===== src/hw/rtl/nps_pkg.sv =====
// Shared types and constants for the nine-point stencil matrix-vector unit.
package nps_pkg;

  localparam int POS_W            = 10;
  localparam int VAL_W            = 32;
  localparam int PROD_W           = 2 * VAL_W;
  localparam int FRAC_W           = 16;
  localparam int ACC_W            = 52;
  localparam int ROWS_W           = 11;
  localparam int ROW_W            = 10;
  localparam int VECTOR_DEPTH_DEF = 1024;
  localparam int QUEUE_DEPTH      = 4;

  localparam logic [ROWS_W-1:0] ROWS_RESET = 11'd1024;
  localparam logic [ROWS_W-1:0] ROW_LIMIT  = 11'd1024;

  localparam logic OP_WRITE = 1'b0;
  localparam logic OP_TAP   = 1'b1;

  // Classified item handed from the front end to the execution side.
  typedef struct packed {
    logic             is_tap;
    logic             in_range;
    logic [POS_W-1:0] position;
    logic [VAL_W-1:0] value;
    logic             last_tap;
  } nps_item_t;

endpackage


===== src/hw/rtl/nps_front.sv =====
// Front end: accepts items on the command port and classifies them.
module nps_front #(
  parameter int VECTOR_DEPTH = nps_pkg::VECTOR_DEPTH_DEF
) (
  input  logic                     clk,
  input  logic                     rst_n,
  input  logic                     start,
  output logic                     busy,
  input  logic                     in_operation,
  input  logic [nps_pkg::POS_W-1:0] in_position,
  input  logic [nps_pkg::VAL_W-1:0] in_value,
  input  logic                     in_last_tap,
  output logic                     push_vld,
  output nps_pkg::nps_item_t       push_item,
  input  logic                     push_rdy
);

  logic               vld_r, vld_nxt;
  nps_pkg::nps_item_t item_r;
  logic               accept;

  assign busy   = vld_r && !push_rdy;
  assign accept = start && !busy;

  always_comb begin
    vld_nxt = vld_r;
    if (accept) begin
      vld_nxt = 1'b1;
    end else if (vld_r && push_rdy) begin
      vld_nxt = 1'b0;
    end
  end

  always_ff @(posedge clk) begin
    if (!rst_n) begin
      vld_r <= 1'b0;
    end else begin
      vld_r <= vld_nxt;
    end
  end

  always_ff @(posedge clk) begin
    if (accept) begin
      item_r.is_tap   <= (in_operation == nps_pkg::OP_TAP);
      // positions past the store are dropped on write and read as zero
      item_r.in_range <= (32'(in_position) < 32'(VECTOR_DEPTH));
      item_r.position <= in_position;
      item_r.value    <= in_value;
      item_r.last_tap <= in_last_tap;
    end
  end

  assign push_vld  = vld_r;
  assign push_item = item_r;

endmodule


===== config.mk =====
export PLATFORM = sky130hd
export DESIGN_NAME = nps_front
export DESIGN_NICKNAME = d
export VERILOG_FILES = /design/src/hw/rtl/nps_pkg.sv /design/src/hw/rtl/nps_front.sv
export SDC_FILE = /design/constraint.sdc
export NUM_CORES = 1
export LEC_CHECK = 0
export ABC_AREA = 1
export BUFFER_PORTS_ARGS = -buffer_cell sky130_fd_sc_hd__buf_2
export CAP_MARGIN = 20
export CORE_UTILIZATION = 24
export DETAILED_ROUTE_END_ITERATION = 10
export GPL_TIMING_DRIVEN = 0
export SLEW_MARGIN = 20
export SYNTH_ARGS = -nofsm -noshare
export SYNTH_HDL_FRONTEND = slang
export SYNTH_SLANG_ARGS = --single-unit
export TNS_END_PERCENT = 100

===== constraint.sdc =====
create_clock -name clk -period 5.2 [get_ports clk]
set_input_delay 0.52 -clock clk [delete_from_list [all_inputs] [get_ports clk]]
set_output_delay 0.52 -clock clk [all_outputs]
set_load 0.01 [all_outputs]

==> results of run 1 <==
## worst min-delay path by stage
stage               cells past startpoint                 endpoint                   from  slack [ns]
floorplan                               2    push_vld$_SDFFE_PN0P_  push_vld$_SDFFE_PN0P_        0.51
global placement                        2    push_vld$_SDFFE_PN0P_  push_vld$_SDFFE_PN0P_        0.47
detailed placement                      2    push_vld$_SDFFE_PN0P_  push_vld$_SDFFE_PN0P_        0.48
CTS                                     1  push_item[34]$_DFFE_PP_         in_position[1]        0.39
global route                            1  push_item[26]$_DFFE_PP_           in_value[25]        0.37
finish                                  1  push_item[34]$_DFFE_PP_         in_position[1]        0.40
## registers in the layout (all words and copies together), names as in the netlist
register   cells
push_vld       1
push_item     44
## worst reg2reg max path, cell delays in order (launching register included)
cell and delay, ns:
dfxtp_1 0.32, nand2_2 0.08, inv_2 0.05, nor2_4 0.40, buf_12 0.26
## cells by family after synthesis
kind of cell	Yosys count	synth area share (%)
flip-flops	45	97.0
buffers and inverters	5	1.63
AND/OR/NAND/NOR	2	0.724
AO/OA/AOI/OAI	1	0.362
other	1	0.271
## per-stage QoR
stage / hold slack, ns / power (W) / cell area, sq um / util, %
after floorplan: 0.506 / 0.000458 / 1380 / -
after global placement: 0.470 / 0.000496 / 1940 / 35.0
after detailed placement: 0.480 / 0.000499 / 1970 / 35.5
after CTS: 0.387 / 0.000702 / 2040 / 36.9
after global routing: 0.374 / 0.000724 / 2040 / 36.9
final: 0.400 / 0.000687 / 2040 / 36.9
## cell type report
cell class,instances,area (sq um),share of cell area (%)
clock buffers,6,72.6,3.55
multi-input cells,4,26.3,1.29
inverters,4,15.0,0.735
plain buffers,1,7.51,0.368
well taps,72,90.1,4.41
clock inverters,1,3.75,0.184
repair buffers,94,485,23.8
flip-flops and latches,45,1340,65.7
## synth_stat cells
| cell type | count | area share (%) |
|---|---|---|
| edfxtp_1 | 44 | 96 |
| nand2_2 | 1 | 0.45 |
| inv_2 | 1 | 0.27 |
| dfxtp_1 | 1 | 1.4 |
| inv_1 | 3 | 0.81 |
| buf_4 | 1 | 0.54 |
| conb_1 | 1 | 0.27 |
| a21oi_1 | 1 | 0.36 |
| nor2_1 | 1 | 0.27 |
## layout by cell type, fill, tap and decap left out
| cell type | netlist | routed |
|---|---|---|
| clkbuf_8 | 0 | 5 |
| clkbuf_1 | 0 | 1 |
| dfxtp_1 | 1 | 1 |
| nand2_2 | 1 | 1 |
| conb_1 | 1 | 1 |
| buf_4 | 1 | 1 |
| clkinv_1 | 0 | 1 |
| a21oi_1 | 1 | 1 |
| buf_2 | 0 | 93 |
| inv_2 | 1 | 1 |
| buf_12 | 0 | 1 |
| edfxtp_1 | 44 | 44 |
| inv_1 | 3 | 3 |
| nor2_4 | 0 | 1 |
## power groups by stage
stage | Combinational (W) | Clock, W | Sequential, W
floorplan | 0.00000862 | 0 | 0.000449
detailed placement | 0.0000634 | 0 | 0.000436
global route | 0.0000673 | 0.000228 | 0.000429
finish | 0.0000619 | 0.000199 | 0.000427
CTS | 0.0000635 | 0.000211 | 0.000427
global placement | 0.0000591 | 0 | 0.000437
## per-layer routing
layer | vias to the layer above | routed length, um
met5 | - | 14
met4 | 2 | 28
met3 | 6 | 336
met2 | 65 | 1170
met1 | 378 | 1220
li1 | 400 | -
==> flow_summary.toml, run 1 <==
[cells_and_area]
nFillCells = 540
final_cells = 227
n_antenna_cell = 0
nets = 203
area_growth_pct = 47.7
drive_above_1_share_pct = 66.5

[timing]
fin_setup_tns_ns = 0
hold_viol_final = 0
finalWorstSetupSlack_ns = 3.76
rsz0062_at_grt = "no"
fmax_mhz = 694
timing.slew.headroom_pct = 65.4
setup_viol = 0
clock-skew-final_ns = 0.00196
fin_crit_sh_pct = 27.7
drv_slew = 0
period_needed_ns = 1.44
tightest_slew_ns = 0.518

[yosys]
syn_nets = 102
netlist_area_sq_um = 1380
synthCells = 54
yosysUniqueCellTypes = 9
synth-seq-cells = 45
syn_area_per_cell_sq_um = 25.6
ys_seq_area_share_pct = 97.0
ys_warn_count = 0

[routing]
routed_via_density = 3.75
drt_pass1_iterations = 4
drc = 0
drt_wl_total_um = 2770
drtAntennaViolNets = 0
vias = 851
drt_iter0_drc = 18
avgRoutedWirePerCell_um = 12.2

[pwr]
p_leak_nw = 0.886
power_frac_seq_pct = 62.1
swShare_pct = 21.2
clockPowerShare_pct = 28.9
comb_power_share_pct = 9.0
power.internal_w = 0.000542
ir_worst_vdd_uv = 129
p_per_area_nw_per_um2 = 337
power.switching_w = 0.000145

[critical_path]
crit_fanout = 2
crit_top_cell = "buf_2"
crit_path_cell_trace = "buf_2 > inv_1 > nand2_2 > inv_2 > buf_2"
r2r_slack_ns = 3.78
critical_path.startpoint = "push_rdy"
crit_end = "busy"
critPathLaunchType = "primary input"
arrival_ns = 0.92
crit_family = "buffers and inverters"
critPathMaxStageDelay_ns = 0.12
r2r_cells = 4
critical_path_cell_count = 5
worst_ep_required_time_ns = 4.68
end_kind = "output port"
reg2reg_to = "push_item[25]$_DFFE_PP_"
cp_slowest_cell = "buf_2"
r2r_start = "push_vld$_SDFFE_PN0P_"
critPathKind = "in2out"
path_buf_inv = 4

[placement]
port_buffers = 93
dp_slack_ns = 3.42
globalplace.congestion = 0.656
post-place-cells = 220

[global_routing]
gr-total-overflow = 0
grt_util_all_layers_pct = 9.68
met3_usage_pct = 6.24
met1_usage_pct = 11.6
grt_pass1_vias = 882
grt_pass1_wl_um = 4200
grt_max_degree = 29
busiest_layer = "met2"
grt_util_met2_pct = 13.7
antenna_found_initial = 1

[clock_network]
cts_buffers = 5
post_cts_buffers = 0
cts_buffer_depth = 2
cts_root_buf = "clkbuf_8"
cts.reportedPaths.clkPinSlew_ns = 0.08
clock_sinks = 45
cts_resized = 0
clkLatencyLatePin_ns = 0.29
cts_tree = "built"
htree_levels = 2
cts_hold_buf = 0

[floorplanning]
core_sq_um = 5540
die_y_um = 77.9
die-area_sq_um = 6070
io_pins = 95
start_util_pct = 25.0
num_rows = 27
die_width_um = 77.9

[worst_hold_path]
holdCritPathClass = "in2reg"

[run_status]
run_status = "completed"

[job]
maxCapViolations = 0
(Power assumes the default switching activity.)
==> run 2, diff against run 1 <==
- clock period: 5.2 -> 1.5 ns (I/O delays scaled with it)
==> run 2 against run 1 <==
  * Cell count grew 0.88%
  * Wire length down 0.76%
  * Die area stayed put
  * Critical path depth fell by 1
  * Core utilization grew 0.97 points
  * Non-clock buffer count grew 1
  * Power grew to 3.6 times the previous value
  * Highest routed layer is now met3
==> flow_summary.toml, run 2 (synthesis gave the netlist of run 1 again) <==
[routing]
drc = 0
drt_pass1_iterations = 4
drt_wl_total_um = 2750
avgRoutedWirePerCell_um = 12.0
drtAntennaViolNets = 0
vias = 844
drt_iter0_drc = 18
routed_via_density = 3.69

[cells_and_area]
drive_above_1_share_pct = 68.8
nFillCells = 557
final_cell_mix = "buf_2 (93), edfxtp_1 (44), clkbuf_8 (7)"
n_antenna_cell = 0
design_area_sq_um = 2100
nets = 204
area_growth_pct = 51.6
largest_reg_flops = 44
layout_commonest_cell = "buf_2"

[critical_path]
reg2reg_to = "push_item[18]$_DFFE_PP_"
crit_family = "flip-flops"
r2r_start = "push_vld$_SDFFE_PN0P_"
end_kind = "register"
worst_ep_required_time_ns = 1.49
critPathLaunchType = "register"
critPathMaxStageDelay_ns = 0.33
crit_fanout = 26
crit_path_cell_trace = "nand2_2 > inv_2 > nor2_4 > buf_16"
arrival_ns = 1.13
cp_slowest_cell = "dfxtp_2"
r2r_cells = 4
critPathKind = "reg2reg"
path_buf_inv = 2
r2r_slack_ns = 0.36

[floorplanning]
num_rows = 27
core_sq_um = 5540
die-area_sq_um = 6070
die_y_um = 77.9
io_pins = 95
die_width_um = 77.9
start_util_pct = 25.0

[global_routing]
grt_util_met2_pct = 15.0
busiest_layer = "met2"
antenna_found_initial = 0
grt_util_all_layers_pct = 9.32
grt_pass1_vias = 852
gr-total-overflow = 0
met1_usage_pct = 10.5
grt_max_degree = 27
met3_usage_pct = 5.06
grt_pass1_wl_um = 4150

[timing]
finalWorstSetupSlack_ns = 0.363
setup_viol = 0
clock-skew-final_ns = 0.00589
fin_crit_sh_pct = 75.8
fin_setup_tns_ns = 0
fmax_mhz = 879
hold_viol_final = 0
drv_slew = 0
hold_slack_ns = 0.0306
rsz0062_at_grt = "no"
period_needed_ns = 1.14

[placement]
dp_slack_ns = -0.000349
globalplace.congestion = 0.641
placed_area_sq_um = 1970
hpwl_um = 2140
port_buffers = 93

[run_status]
run_status = "completed"

[clock_network]
cts_root_buf = "clkbuf_8"
cts_buffer_depth = 2
cts_buffers = 5
cts_resized = 0
htree_levels = 2
cts_hold_buf = 0
clkLatencyLatePin_ns = 0.29
clock_sinks = 45
cts_tree = "built"
cts.reportedPaths.clkPinSlew_ns = 0.08

[worst_hold_path]
min-delay-start = "in_value[3]"
hold_depth = 1
holdPathEnd = "push_item[4]$_DFFE_PP_"
holdCritPathClass = "in2reg"

[job]
maxCapViolations = 0

[pwr]
p_leak_nw = 0.915
ir_worst_vdd_uv = 494
fin_total_pwr_w = 0.00250
p_per_area_nw_per_um2 = 1190
-- run 2: worst max-delay path by stage --
stage	start	end	slack, ns	depth (start not counted)
after global placement	push_vld$_SDFFE_PN0P_	push_item[15]$_DFFE_PP_	-0.22	3
final	push_vld$_SDFFE_PN0P_	push_item[18]$_DFFE_PP_	0.36	4
after detailed placement	push_vld$_SDFFE_PN0P_	push_item[15]$_DFFE_PP_	-0.0003	4
after global routing	push_vld$_SDFFE_PN0P_	push_item[15]$_DFFE_PP_	0.32	4
after CTS	push_vld$_SDFFE_PN0P_	push_item[18]$_DFFE_PP_	0.004	4
after floorplan	push_vld$_SDFFE_PN0P_	push_item[0]$_DFFE_PP_	-0.03	3
-- run 2: per-stage QoR --
step	cells	util (%)
2_1_floorplan	54	-
3_3_place_gp	219	35.1
6_report	229	37.8
4_1_cts	228	37.5
5_1_grt	229	37.8
3_5_place_dp	220	35.6
-- run 2: area by class of cell --
cell class / instances / area [sq um] / area share [%]
buffer: 1 / 7.51 / 0.358
clock buffer: 7 / 96.3 / 4.60
clock inverter: 1 / 5.00 / 0.239
inverter: 4 / 15.0 / 0.716
multi-input combinational: 4 / 26.3 / 1.25
sequential: 45 / 1340 / 64.1
tap: 72 / 90.1 / 4.30
timing repair buffer: 95 / 513 / 24.5
-- run 2: routing by layer --
layer | routed length, um | vias up
met5 | 0 | -
met4 | 0 | 0
met3 | 315 | 0
met2 | 1320 | 58
met1 | 1110 | 383
li1 | - | 403
-- run 2: what timing repair did --
item / CTS / global route
endpoints found under the setup margin: 26 / 26
setup buffers: 0 / 1
pin swaps: 1 / 1
gates cloned: 0 / 0
-- run 2: power breakdown --
part | leakage, nW | switching, W | internal [W] | total, W
sequential | 0.434 | 0.0000163 | 0.00147 | 0.00148
combinational | 0.427 | 0.000116 | 0.000108 | 0.000225
clock | 0.0542 | 0.000373 | 0.000416 | 0.000790
total | 0.915 | 0.000506 | 0.00199 | 0.00250
