`src/hw/rtl/nps_pkg.sv`:
```
// Shared types and constants for the nine-point stencil matrix-vector unit.
package nps_pkg;

  localparam int POS_W            = 10;
  localparam int VAL_W            = 32;
  localparam int PROD_W           = 2 * VAL_W;
  localparam int FRAC_W           = 16;
  localparam int ACC_W            = 52;
  localparam int ROWS_W           = 11;
  localparam int ROW_W            = 10;
  localparam int VECTOR_DEPTH_DEF = 1024;
  localparam int QUEUE_DEPTH      = 4;

  localparam logic [ROWS_W-1:0] ROWS_RESET = 11'd1024;
  localparam logic [ROWS_W-1:0] ROW_LIMIT  = 11'd1024;

  localparam logic OP_WRITE = 1'b0;
  localparam logic OP_TAP   = 1'b1;

  // Classified item handed from the front end to the execution side.
  typedef struct packed {
    logic             is_tap;
    logic             in_range;
    logic [POS_W-1:0] position;
    logic [VAL_W-1:0] value;
    logic             last_tap;
  } nps_item_t;

endpackage

```
`src/hw/rtl/nps_queue.sv`:
```
// Short item queue between the front end and the execution side.
module nps_queue (
  input  logic               clk,
  input  logic               rst_n,
  input  logic               push_vld,
  input  nps_pkg::nps_item_t push_item,
  output logic               push_rdy,
  output logic               pop_vld,
  output nps_pkg::nps_item_t pop_item,
  input  logic               pop_rdy
);

  localparam int PW = $clog2(nps_pkg::QUEUE_DEPTH);
  localparam int CW = $clog2(nps_pkg::QUEUE_DEPTH + 1);

  nps_pkg::nps_item_t slots_r [nps_pkg::QUEUE_DEPTH];
  logic [PW-1:0]      wr_ptr_r, wr_ptr_nxt;
  logic [PW-1:0]      rd_ptr_r, rd_ptr_nxt;
  logic [CW-1:0]      count_r, count_nxt;
  logic               do_push, do_pop;

  assign push_rdy = (count_r != CW'(nps_pkg::QUEUE_DEPTH));
  assign pop_vld  = (count_r != '0);
  assign pop_item = slots_r[rd_ptr_r];
  assign do_push  = push_vld && push_rdy;
  assign do_pop   = pop_vld && pop_rdy;

  always_comb begin
    wr_ptr_nxt = do_push ? wr_ptr_r + PW'(1) : wr_ptr_r;
    rd_ptr_nxt = do_pop  ? rd_ptr_r + PW'(1) : rd_ptr_r;
    count_nxt  = count_r;
    if (do_push && !do_pop) begin
      count_nxt = count_r + CW'(1);
    end else if (do_pop && !do_push) begin
      count_nxt = count_r - CW'(1);
    end
  end

  always_ff @(posedge clk) begin
    if (!rst_n) begin
      wr_ptr_r <= '0;
      rd_ptr_r <= '0;
      count_r  <= '0;
    end else begin
      wr_ptr_r <= wr_ptr_nxt;
      rd_ptr_r <= rd_ptr_nxt;
      count_r  <= count_nxt;
    end
  end

  always_ff @(posedge clk) begin
    if (do_push) begin
      slots_r[wr_ptr_r] <= push_item;
    end
  end

endmodule

```
`config.mk`:
```
export PLATFORM = sky130hd
export DESIGN_NAME = nps_queue
export DESIGN_NICKNAME = d
export VERILOG_FILES = /design/src/hw/rtl/nps_pkg.sv /design/src/hw/rtl/nps_queue.sv
export SDC_FILE = /design/constraint.sdc
export NUM_CORES = 1
export LEC_CHECK = 0
export ABC_AREA = 0
export BUFFER_PORTS_ARGS = -buffer_cell sky130_fd_sc_hd__buf_2
export CAP_MARGIN = 30
export CORE_MARGIN = 1
export CORE_UTILIZATION = 60
export DETAILED_ROUTE_END_ITERATION = 10
export PLACE_DENSITY = 0.91
export SLEW_MARGIN = 20
export SYNTH_ARGS = -nofsm -noshare
export SYNTH_HDL_FRONTEND = slang
export SYNTH_SLANG_ARGS = --single-unit
```
`constraint.sdc`:
```
create_clock -name clk -period 5.4 [get_ports clk]
set_clock_uncertainty 0.15 [all_clocks]
set_input_delay 0.81 -clock clk [delete_from_list [all_inputs] [get_ports clk]]
set_output_delay 0.81 -clock clk [all_outputs]
set_load 0.05 [all_outputs]
```
==> results.sh, run 1 <==
export IMPL_slew_headroom=0.402
export IMPL_detail_route_antenna_nets=0
export IMPL_synth_top_family_by_area="multiplexers"
export IMPL_dr_pass1_iters=4
export IMPL_clk_latency_ns=0.42
export IMPL_portBuffers=95
export IMPL_start_kind="flop"
export IMPL_p_per_area_nw_per_um2=543
export IMPL_dp_hpwl_um=7020
export IMPL_cts_tree="done"
export IMPL_fin_hold_ws_ns=0.353
export IMPL_grt_max_degree=46
export IMPL_grt_first_pass_wirelength_um=17500
export IMPL_post_cts_buffers=0
export IMPL_ctsHoldBuffers=0
export IMPL_worst_endpoint_arrival_ns=2.28
export IMPL_fin_crit_ns=3.24
export IMPL_wl_per_cell_um=21.4
export IMPL_synth_simple_gate_area_frac=0.0130
export IMPL_num_vias=3154
export IMPL_ys_seq_area_frac=0.792
export IMPL_n_fill_cell=684
export IMPL_max_slew_worst_pin_slew_ns=0.896
export IMPL_r2r_setup_slack_ns=2.84
export IMPL_syn_area_per_cell_um2=24.9
export IMPL_hold_class="reg2reg"
export IMPL_die_h_um=110
export IMPL_synth_edff_count=180
export IMPL_fin_crit_sh=0.601
export IMPL_clockBufferDepth=2
export IMPL_rows=39
export IMPL_die_width_um=110
export IMPL_antenna_found_initial=0
export IMPL_drc=0
export IMPL_grt_overflow_total=0
export IMPL_rsz0062_at_grt="false"
export IMPL_r2r_end="slots_r[2][16]"
export IMPL_synth_nets=338
export IMPL_max_freq_mhz=308
export IMPL_finalHoldViolCount=0
export IMPL_maxCapViolCount=0
export IMPL_grt_pass1_vias=3218
export IMPL_die_area_um2=12200
export IMPL_status="finished clean"
export IMPL_required_ns=4.44
export IMPL_finalSetupViolations=0
export IMPL_synthAdderAreaFrac=0.0117
export IMPL_crit_path_max_fanout=45
export IMPL_cts_buffers=17
export IMPL_tns_ns=0
export IMPL_critical_path_class="reg2out"
export IMPL_r2r_cells=4
export IMPL_routed_wirelength_um=11700
export IMPL_synth_top_flop_cell="edfxtp_1"
export IMPL_worstHoldStart="wr_ptr_r[0]"
export IMPL_initial_core_util=0.617
export IMPL_post_cts_resized=0
export IMPL_vias_per_cell=5.77
export IMPL_clk_pin_slew_ns=0.07
export IMPL_root_buffer="clkbuf_16"
export IMPL_synth_cell_types=25
export IMPL_muxShareOfSynthArea=0.151
export IMPL_netlist_area_um2=7050
export IMPL_syn_to_final_growth_pct=16.9
export IMPL_antenna_cells=0
export IMPL_async_reset_ff_frac=0
export IMPL_whs_path_depth=2
export IMPL_coreArea_um2=11400
export IMPL_r2r_start="count_r[0]"
export IMPL_drive_gt1_frac=0.441
export IMPL_p_leak_uw=0.00280
export IMPL_ys_warn_count=0
export IMPL_max_vdd_ir_drop_mv=0.311
export IMPL_critPathCaptureType="primary output"
export IMPL_synth_cells=283
export IMPL_ys_seq_elements=189
export IMPL_h_tree_depth=4
export IMPL_synth_compound_area_frac=0.00870
export IMPL_fin_nets=446
export IMPL_synth_xor_area_frac=0.00497
export IMPL_grt_use_total=0.210
export IMPL_drv_slew=0
export IMPL_io_pins=96
export IMPL_hold_end="wr_ptr_r[0]"
export IMPL_clock_sinks=189
export IMPL_drtIter0Drc=195
export IMPL_place_congestion=0.659
## synth_stat cells, types with 2 or more instances
| library cell | instances | share of area |
|---|---|---|
| xnor2_1 | 3 | 0.0037 |
| edfxtp_1 | 180 | 0.77 |
| buf_12 | 4 | 0.011 |
| mux4_1 | 5 | 0.019 |
| and2_1 | 8 | 0.0071 |
| nand2_1 | 5 | 0.0027 |
| ha_1 | 5 | 0.0089 |
| buf_2 | 4 | 0.0028 |
| mux4_2 | 40 | 0.13 |
| mux2i_1 | 3 | 0.0043 |
| dfxtp_1 | 9 | 0.026 |
| inv_1 | 3 | 0.0016 |
| or3_1 | 2 | 0.0018 |
## placed cells by master, fill, tap and decap left out, drive strengths merged, types with 5 or more instances in the layout
master	netlist	final
nand2	5	5
buf	9	100
clkbuf	2	20
and2	8	8
mux4	45	45
edfxtp	180	180
dfxtp	9	9
ha	5	5
inv	3	6
## state kept, by name, summed over array words and instances, names as in the netlist, named ones only
name,flops
count_r,3
rd_ptr_r,2
slots_r,180
wr_ptr_r,2
## through the flow
step                      std cells  cell area [um2]  total power (uW)  worst slack (ns)  utilization
after floorplan                 283             7050              3040              2.63            -
after global placement          514             7620              3240              2.55        0.668
after detailed placement        515             7640              3270              2.56        0.669
after CTS                       547             8240              4520              2.08        0.722
after global routing            547             8240              4650              2.01        0.722
final                           547             8240              4470              2.16        0.722
## cells by family (layout without fill, tap and decap cells)
logic type      Yosys count  after routing
compound gates            5              5
xor+xnor                  4              4
fa+ha+maj                 6              6
buf+inv                  14            135
flops                   189            189
mux                      48             48
simple gates             17             17
## how the worst max path moves through the flow
stage                     startpoint             to  slack, ns  depth (start not counted)
after floorplan             push_vld  slots_r[0][0]       2.63                          2
after global placement          flop   pop_item[41]       2.55                          2
after detailed placement        flop   pop_item[40]       2.56                          2
after CTS                       flop   pop_item[42]       2.08                          2
after global routing            flop   pop_item[40]       2.01                          2
final                           flop   pop_item[42]       2.16                          2
## power by group
part / switching, uW / internal, uW
combinational: 860 / 429
clock: 516 / 733
sequential: 152 / 1780
## final cells by class
cell class	instances	area, um2	area share
Clock buffer	20	437	0.0530
Multi-Input combinational cell	80	1340	0.162
Timing Repair Buffer	100	526	0.0638
Inverter	3	11.3	0.00137
Tap cell	143	179	0.0217
Clock inverter	12	161	0.0196
Sequential cell	189	5590	0.678
## routing by layer
layer  track usage  vias to the layer above  part of all wire
met5             0                        -                 0
met4        0.0949                        0             0.018
met3        0.0588                       18             0.053
met2         0.341                       99              0.53
met1         0.266                     1624              0.40
li1              -                     1413                 -
## worst max-delay path, stage by stage (launching register included)
cell	delay, ns
dfxtp_4	0.95
mux4_1	0.66
buf_2	0.23
(Power assumes the default switching activity.)
==> inputs of run 2 (changes only) <==
Settings changed: ABC_AREA 0 to 1, CORE_UTILIZATION 60 to 57, PLACE_DENSITY 0.91 to 0.87.
Clock period 5.4 ns to 3.05 ns, I/O delays scaled along.
==> run 2 against run 1 <==
  * Sequential power is 69% higher
  * Routed wire length is 18% higher
  * Clock power is 76% higher
  * Critical path type unchanged
  * Critical endpoint is now pop_item[23]
==> results.sh, run 2 <==
export IMPL_h_tree_depth=4
export IMPL_cp_slowest_stage_delay_ns=0.60
export IMPL_final_cell_mix="edfxtp_1, buf_2, nor2_1"
export IMPL_antenna_found_initial=0
export IMPL_grt_max_degree=91
export IMPL_synth_edff_count=180
export IMPL_clk_latency_ns=0.42
export IMPL_clockBufferDepth=2
export IMPL_synth_commonest_cells="edfxtp_1, nor2_1, o21ai_0"
export IMPL_async_reset_ff_frac=0
export IMPL_fin_util=0.681
export IMPL_p_leak_uw=0.00304
export IMPL_slowest_stage="dfxtp_2"
export IMPL_critPathCaptureType="primary output"
export IMPL_maxCapViolCount=0
export IMPL_crit_chain="clkinv_4 -> o21ai_1 -> o22ai_1 -> buf_2"
export IMPL_rsz0062_at_grt="false"
export IMPL_syn_to_final_growth_pct=16.5
export IMPL_cp_depth=4
export IMPL_whs_path_depth=1
export IMPL_fin_nets=655
export IMPL_yosysTopAreaCell="edfxtp_1"
export IMPL_vias_per_cell=5.60
export IMPL_required_ns=2.44
export IMPL_initial_core_util=0.584
export IMPL_reg_top3="slots_r: 180 flops, count_r: 3 flops"
export IMPL_drc=0
export IMPL_r2r_cells=9
export IMPL_clock_sinks=189
export IMPL_r2r_start="count_r[0]"
export IMPL_routed_wirelength_um=13800
export IMPL_worst_endpoint_arrival_ns=2.04
export IMPL_netlist_area_um2=7340
export IMPL_drive_gt1_frac=0.294
export IMPL_clk_pin_slew_ns=0.06
export IMPL_cts_tree="done"
export IMPL_p_per_area_nw_per_um2=954
export IMPL_post_cts_buffers=0
export IMPL_worstHoldStart="push_item[31]"
export IMPL_status="finished clean"
export IMPL_finalSetupViolations=0
export IMPL_synth_most_common_cell="edfxtp_1"
export IMPL_max_vdd_ir_drop_mv=0.536
export IMPL_ys_warn_count=0
export IMPL_num_vias=4395
export IMPL_grt_pass1_vias=4290
export IMPL_post_synth_top_area_fraction=0.736
export IMPL_post_dp_cell_area_um2=7960
export IMPL_n_fill_cell=856
export IMPL_seqCellArea_um2=5590
export IMPL_ys_seq_area_frac=0.760
export IMPL_start_kind="flop"
export IMPL_portBuffers=95
export IMPL_io_pins=96
export IMPL_critPathBufInv=2
export IMPL_finalHoldViolCount=0
export IMPL_fin_area_um2=8560
export IMPL_hold_class="in2reg"
export IMPL_power_uw=8160
export IMPL_grt_use_total=0.221
export IMPL_crit_path_max_fanout=45
export IMPL_regMostFlops="slots_r"
export IMPL_cts_buffers=17
export IMPL_die_width_um=116
export IMPL_synth_nets=558
export IMPL_fin_crit_ns=2.64
export IMPL_largest_reg_flops=180
export IMPL_critical_path_class="reg2out"
export IMPL_place_congestion=0.747
export IMPL_max_freq_mhz=378
export IMPL_die_area_um2=13300
export IMPL_path_delay_family="buffers and inverters"
export IMPL_final_common_cell="edfxtp_1"
export IMPL_dp_hpwl_um=8240
export IMPL_synth_cell_types=25
export IMPL_coreArea_um2=12600
export IMPL_slew_headroom=0.587
export IMPL_root_buffer="clkbuf_16"
export IMPL_ys_seq_elements=189
export IMPL_dpl_cell_count=753
export IMPL_yosys_top_cells_area="edfxtp_1, nor2_1, o21ai_0, o22ai_1, dfxtp_1"
export IMPL_ctsHoldBuffers=0
export IMPL_rows=41
export IMPL_grt_first_pass_wirelength_um=21400
export IMPL_grt_overflow_total=0
export IMPL_drtIter0Drc=419
export IMPL_max_slew_worst_pin_slew_ns=0.619
export IMPL_detail_route_antenna_nets=0
export IMPL_syn_area_per_cell_um2=14.6
export IMPL_die_h_um=116
export IMPL_wl_per_cell_um=17.6
export IMPL_drv_slew=0
export IMPL_dr_pass1_iters=5
export IMPL_fin_crit_sh=0.866
export IMPL_post_cts_resized=0
export IMPL_tns_ns=0
export IMPL_synth_cells=503
export IMPL_antenna_cells=0
export IMPL_synth_top_flop_cell="edfxtp_1"
export IMPL_multi_input_area_um2=1490
export IMPL_fin_cells=785
[run 2: cell count changes in the layout (fill, tap and decap cells not counted), moves of 6 or more]
cell,delta
nor2_1,+88
o21ai_0,+45
mux4_2,-40
o21ai_1,+35
o22ai_1,+35
nor2_2,+11
o21ai_2,+10
o22ai_2,+10
inv_1,+9
nand2_1,+6
[run 2: power breakdown]
group | internal [uW] | switching (uW)
registers | 3160 | 118
clock network | 1300 | 900
logic | 621 | 2070
[run 2: metrics by stage]
stage	worst slack, ns	hold WS, ns
detailed placement	0.862	0.349
finish	0.407	0.0935
CTS	0.375	0.0719
global route	0.252	0.0806
floorplan	-0.293	0.314
global placement	0.888	0.317
[run 2: final cells by class]
class	count	share of cell area
sequential	189	0.653
multi-input combinational	270	0.174
timing repair buffer	106	0.0696
clock buffer	19	0.0506
tap	172	0.0252
clock inverter	13	0.0195
inverter	16	0.00848
[run 2: final timing paths]
path / endpoint / slack (ns)
worst max-delay path: pop_item[23] / 0.41
worst min-delay path: slots_r[1][31] / 0.09
worst max register to register: count_r[1] / 0.91
worst min register to register: flop / 0.36
[run 2: layer usage]
metal	up-vias	wire length, um	global-route usage
met1	2127	5740	0.268
met2	168	6960	0.367
li1	2071	-	-
met4	0	272	0.121
met3	29	799	0.0544
met5	-	0	0
[run 2: kinds of logic after synthesis]
family | after synthesis | synth area share
AND/OR/NAND/NOR | 124 | 0.0697
buffers and inverters | 44 | 0.0414
AO/OA/AOI/OAI | 139 | 0.116
flip-flops | 189 | 0.760
XOR/XNOR | 1 | 0.00119
adder cells (fa/ha/maj) | 6 | 0.0112
==> inputs of run 3 (changes only) <==
Settings changed: CORE_UTILIZATION 57 to 52, PLACE_DENSITY 0.87 to 0.84.
Clock period 3.05 ns to 2.4 ns, I/O delays scaled along.
==> run 3 against run 2 <==
  * Utilization down 2.6 points
  * Combinational power grew 35%
  * Register-to-register slack got worse by 0.68 ns
  * Critical path depth increased by 1
  * Via count up 3.2%
  * Global-route usage shrank 1.1 points
==> results.sh, run 3 (same netlist as run 2, synthesis figures left out) <==
export IMPL_fin_area_um2=9060
export IMPL_worstHoldStart="push_item[1]"
export IMPL_syn_to_final_growth_pct=23.3
export IMPL_grt_first_pass_wirelength_um=22800
export IMPL_fin_nets=690
export IMPL_crit_path_max_fanout=49
export IMPL_die_width_um=121
export IMPL_detail_route_antenna_nets=0
export IMPL_num_vias=4535
export IMPL_finalSetupViolations=0
export IMPL_routed_wirelength_um=14600
export IMPL_finalHoldViolCount=0
export IMPL_worst_endpoint_arrival_ns=1.80
export IMPL_dr_pass1_iters=5
export IMPL_clkPwrFrac=0.279
export IMPL_reg_top3="slots_r: 180 flops, count_r: 3 flops"
export IMPL_switching_share=0.370
export IMPL_p_switching_uw=4000
export IMPL_vias_per_cell=5.48
export IMPL_drc=0
export IMPL_p_per_area_nw_per_um2=1190
export IMPL_antenna_found_initial=0
export IMPL_final_common_cell="edfxtp_1"
export IMPL_critPathCaptureType="primary output"
export IMPL_root_buffer="clkbuf_16"
export IMPL_slew_headroom=0.798
export IMPL_antenna_cells=0
export IMPL_fin_crit_ns=2.31
export IMPL_rsz0062_at_grt="false"
export IMPL_die_h_um=121
export IMPL_final_cell_mix="edfxtp_1, nor2_1, buf_2"
export IMPL_grt_overflow_total=0
export IMPL_clock_sinks=189
export IMPL_regMostFlops="slots_r"
export IMPL_seqPwrFrac=0.386
export IMPL_clockBufferDepth=2
export IMPL_place_congestion=0.740
export IMPL_initial_core_util=0.531
export IMPL_critical_path_class="reg2out"
export IMPL_power_internal_uw=6810
export IMPL_crit_chain="inv_16 -> buf_12 -> nor2_2 -> o22ai_2 -> buf_2"
export IMPL_h_tree_depth=4
export IMPL_required_ns=1.89
export IMPL_r2r_start="count_r[1]"
export IMPL_portBuffers=95
export IMPL_cts_tree="done"
export IMPL_p_leak_uw=0.00323
export IMPL_cp_slowest_stage_delay_ns=0.42
export IMPL_io_pins=96
export IMPL_hold_class="in2reg"
export IMPL_max_freq_mhz=434
export IMPL_status="finished clean"
export IMPL_drv_slew=0
export IMPL_maxCapViolCount=0
export IMPL_max_vdd_ir_drop_mv=0.803
export IMPL_start_kind="flop"
export IMPL_grt_max_degree=50
export IMPL_drtIter0Drc=437
export IMPL_slowest_stage="dfxtp_4"
export IMPL_rows=43
export IMPL_cts_buffers=17
export IMPL_grt_pass1_vias=4522
export IMPL_n_fill_cell=967
export IMPL_coreArea_um2=13800
export IMPL_wl_per_cell_um=17.7
export IMPL_dp_hpwl_um=8250
export IMPL_power_share_combinational=0.335
export IMPL_fin_crit_sh=0.961
export IMPL_largest_reg_flops=180
export IMPL_grt_use_total=0.210
export IMPL_post_dp_cell_area_um2=7990
export IMPL_clk_pin_slew_ns=0.07
export IMPL_fin_hold_ws_ns=0.0110
export IMPL_drive_gt1_frac=0.282
export IMPL_max_slew_worst_pin_slew_ns=0.303
export IMPL_die_area_um2=14600
export IMPL_clk_latency_ns=0.42
==> run 3: stage by stage <==
| step | setup TNS, ns | power [uW] | utilization | instances | setup slack (ns) |
|---|---|---|---|---|---|
| 3_3_place_gp | 0 | 7620 | 0.578 | 761 | 0.252 |
| 5_1_grt | 0 | 11300 | 0.655 | 828 | 0.00536 |
| 3_5_place_dp | 0 | 7720 | 0.578 | 761 | 0.214 |
| 4_1_cts | 0 | 10800 | 0.651 | 824 | 0.00796 |
| 6_report | 0 | 10800 | 0.655 | 828 | 0.0943 |
| 2_1_floorplan | -39.76 | 6940 | - | 503 | -0.221 |
==> run 3: layout make-up <==
class | count | area [um2] | share of cell area
Tap cell | 180 | 225 | 0.0249
Sequential cell | 189 | 5590 | 0.618
Timing Repair Buffer | 141 | 1020 | 0.112
Inverter | 16 | 88.8 | 0.00981
Clock inverter | 14 | 218 | 0.0240
Clock buffer | 18 | 429 | 0.0474
Multi-Input combinational cell | 270 | 1490 | 0.164
==> run 3: critical path, delay by kind of cell, from the launching register on <==
family,cells,cell delay (ns)
AND/OR/NAND/NOR,1,0.05
buffers and inverters,3,0.71
AO/OA/AOI/OAI,1,0.18
flip-flops,1,0.42
==> run 3: path summary, 6_finish.rpt <==
kind                                       to  slack [ns]  depth (start not counted)
worst min register to register           flop        0.35                          2
worst max-delay path              pop_item[9]        0.09                          5
worst min-delay path            slots_r[1][1]        0.01                          1
worst max register to register     count_r[1]        0.23                          9
==> run 3: repair_timing <==
action                                  in CTS  in global routing
hold endpoints to repair                   118                  8
endpoints found under the setup margin      45                 42
setup buffers                                0                  2
gates resized for setup                     15                  6
pin swaps                                    0                  0
hold buffers                                31                  2
==> run 3: power groups by stage <==
stage          Sequential (uW)  Clock [uW]  Combinational [uW]
3_5_place_dp              4250           0                3470
4_1_cts                   4190        3050                3580
3_3_place_gp              4220           0                3400
5_1_grt                   4200        3190                3860
6_report                  4170        3010                3620
2_1_floorplan             4170           0                2770
==> run 3: metal layers <==
| metal | track usage | share of wire |
|---|---|---|
| met1 | 0.261 | 0.41 |
| met3 | 0.0557 | 0.068 |
| met5 | 0 | 0 |
| met2 | 0.353 | 0.51 |
| met4 | 0.0741 | 0.015 |
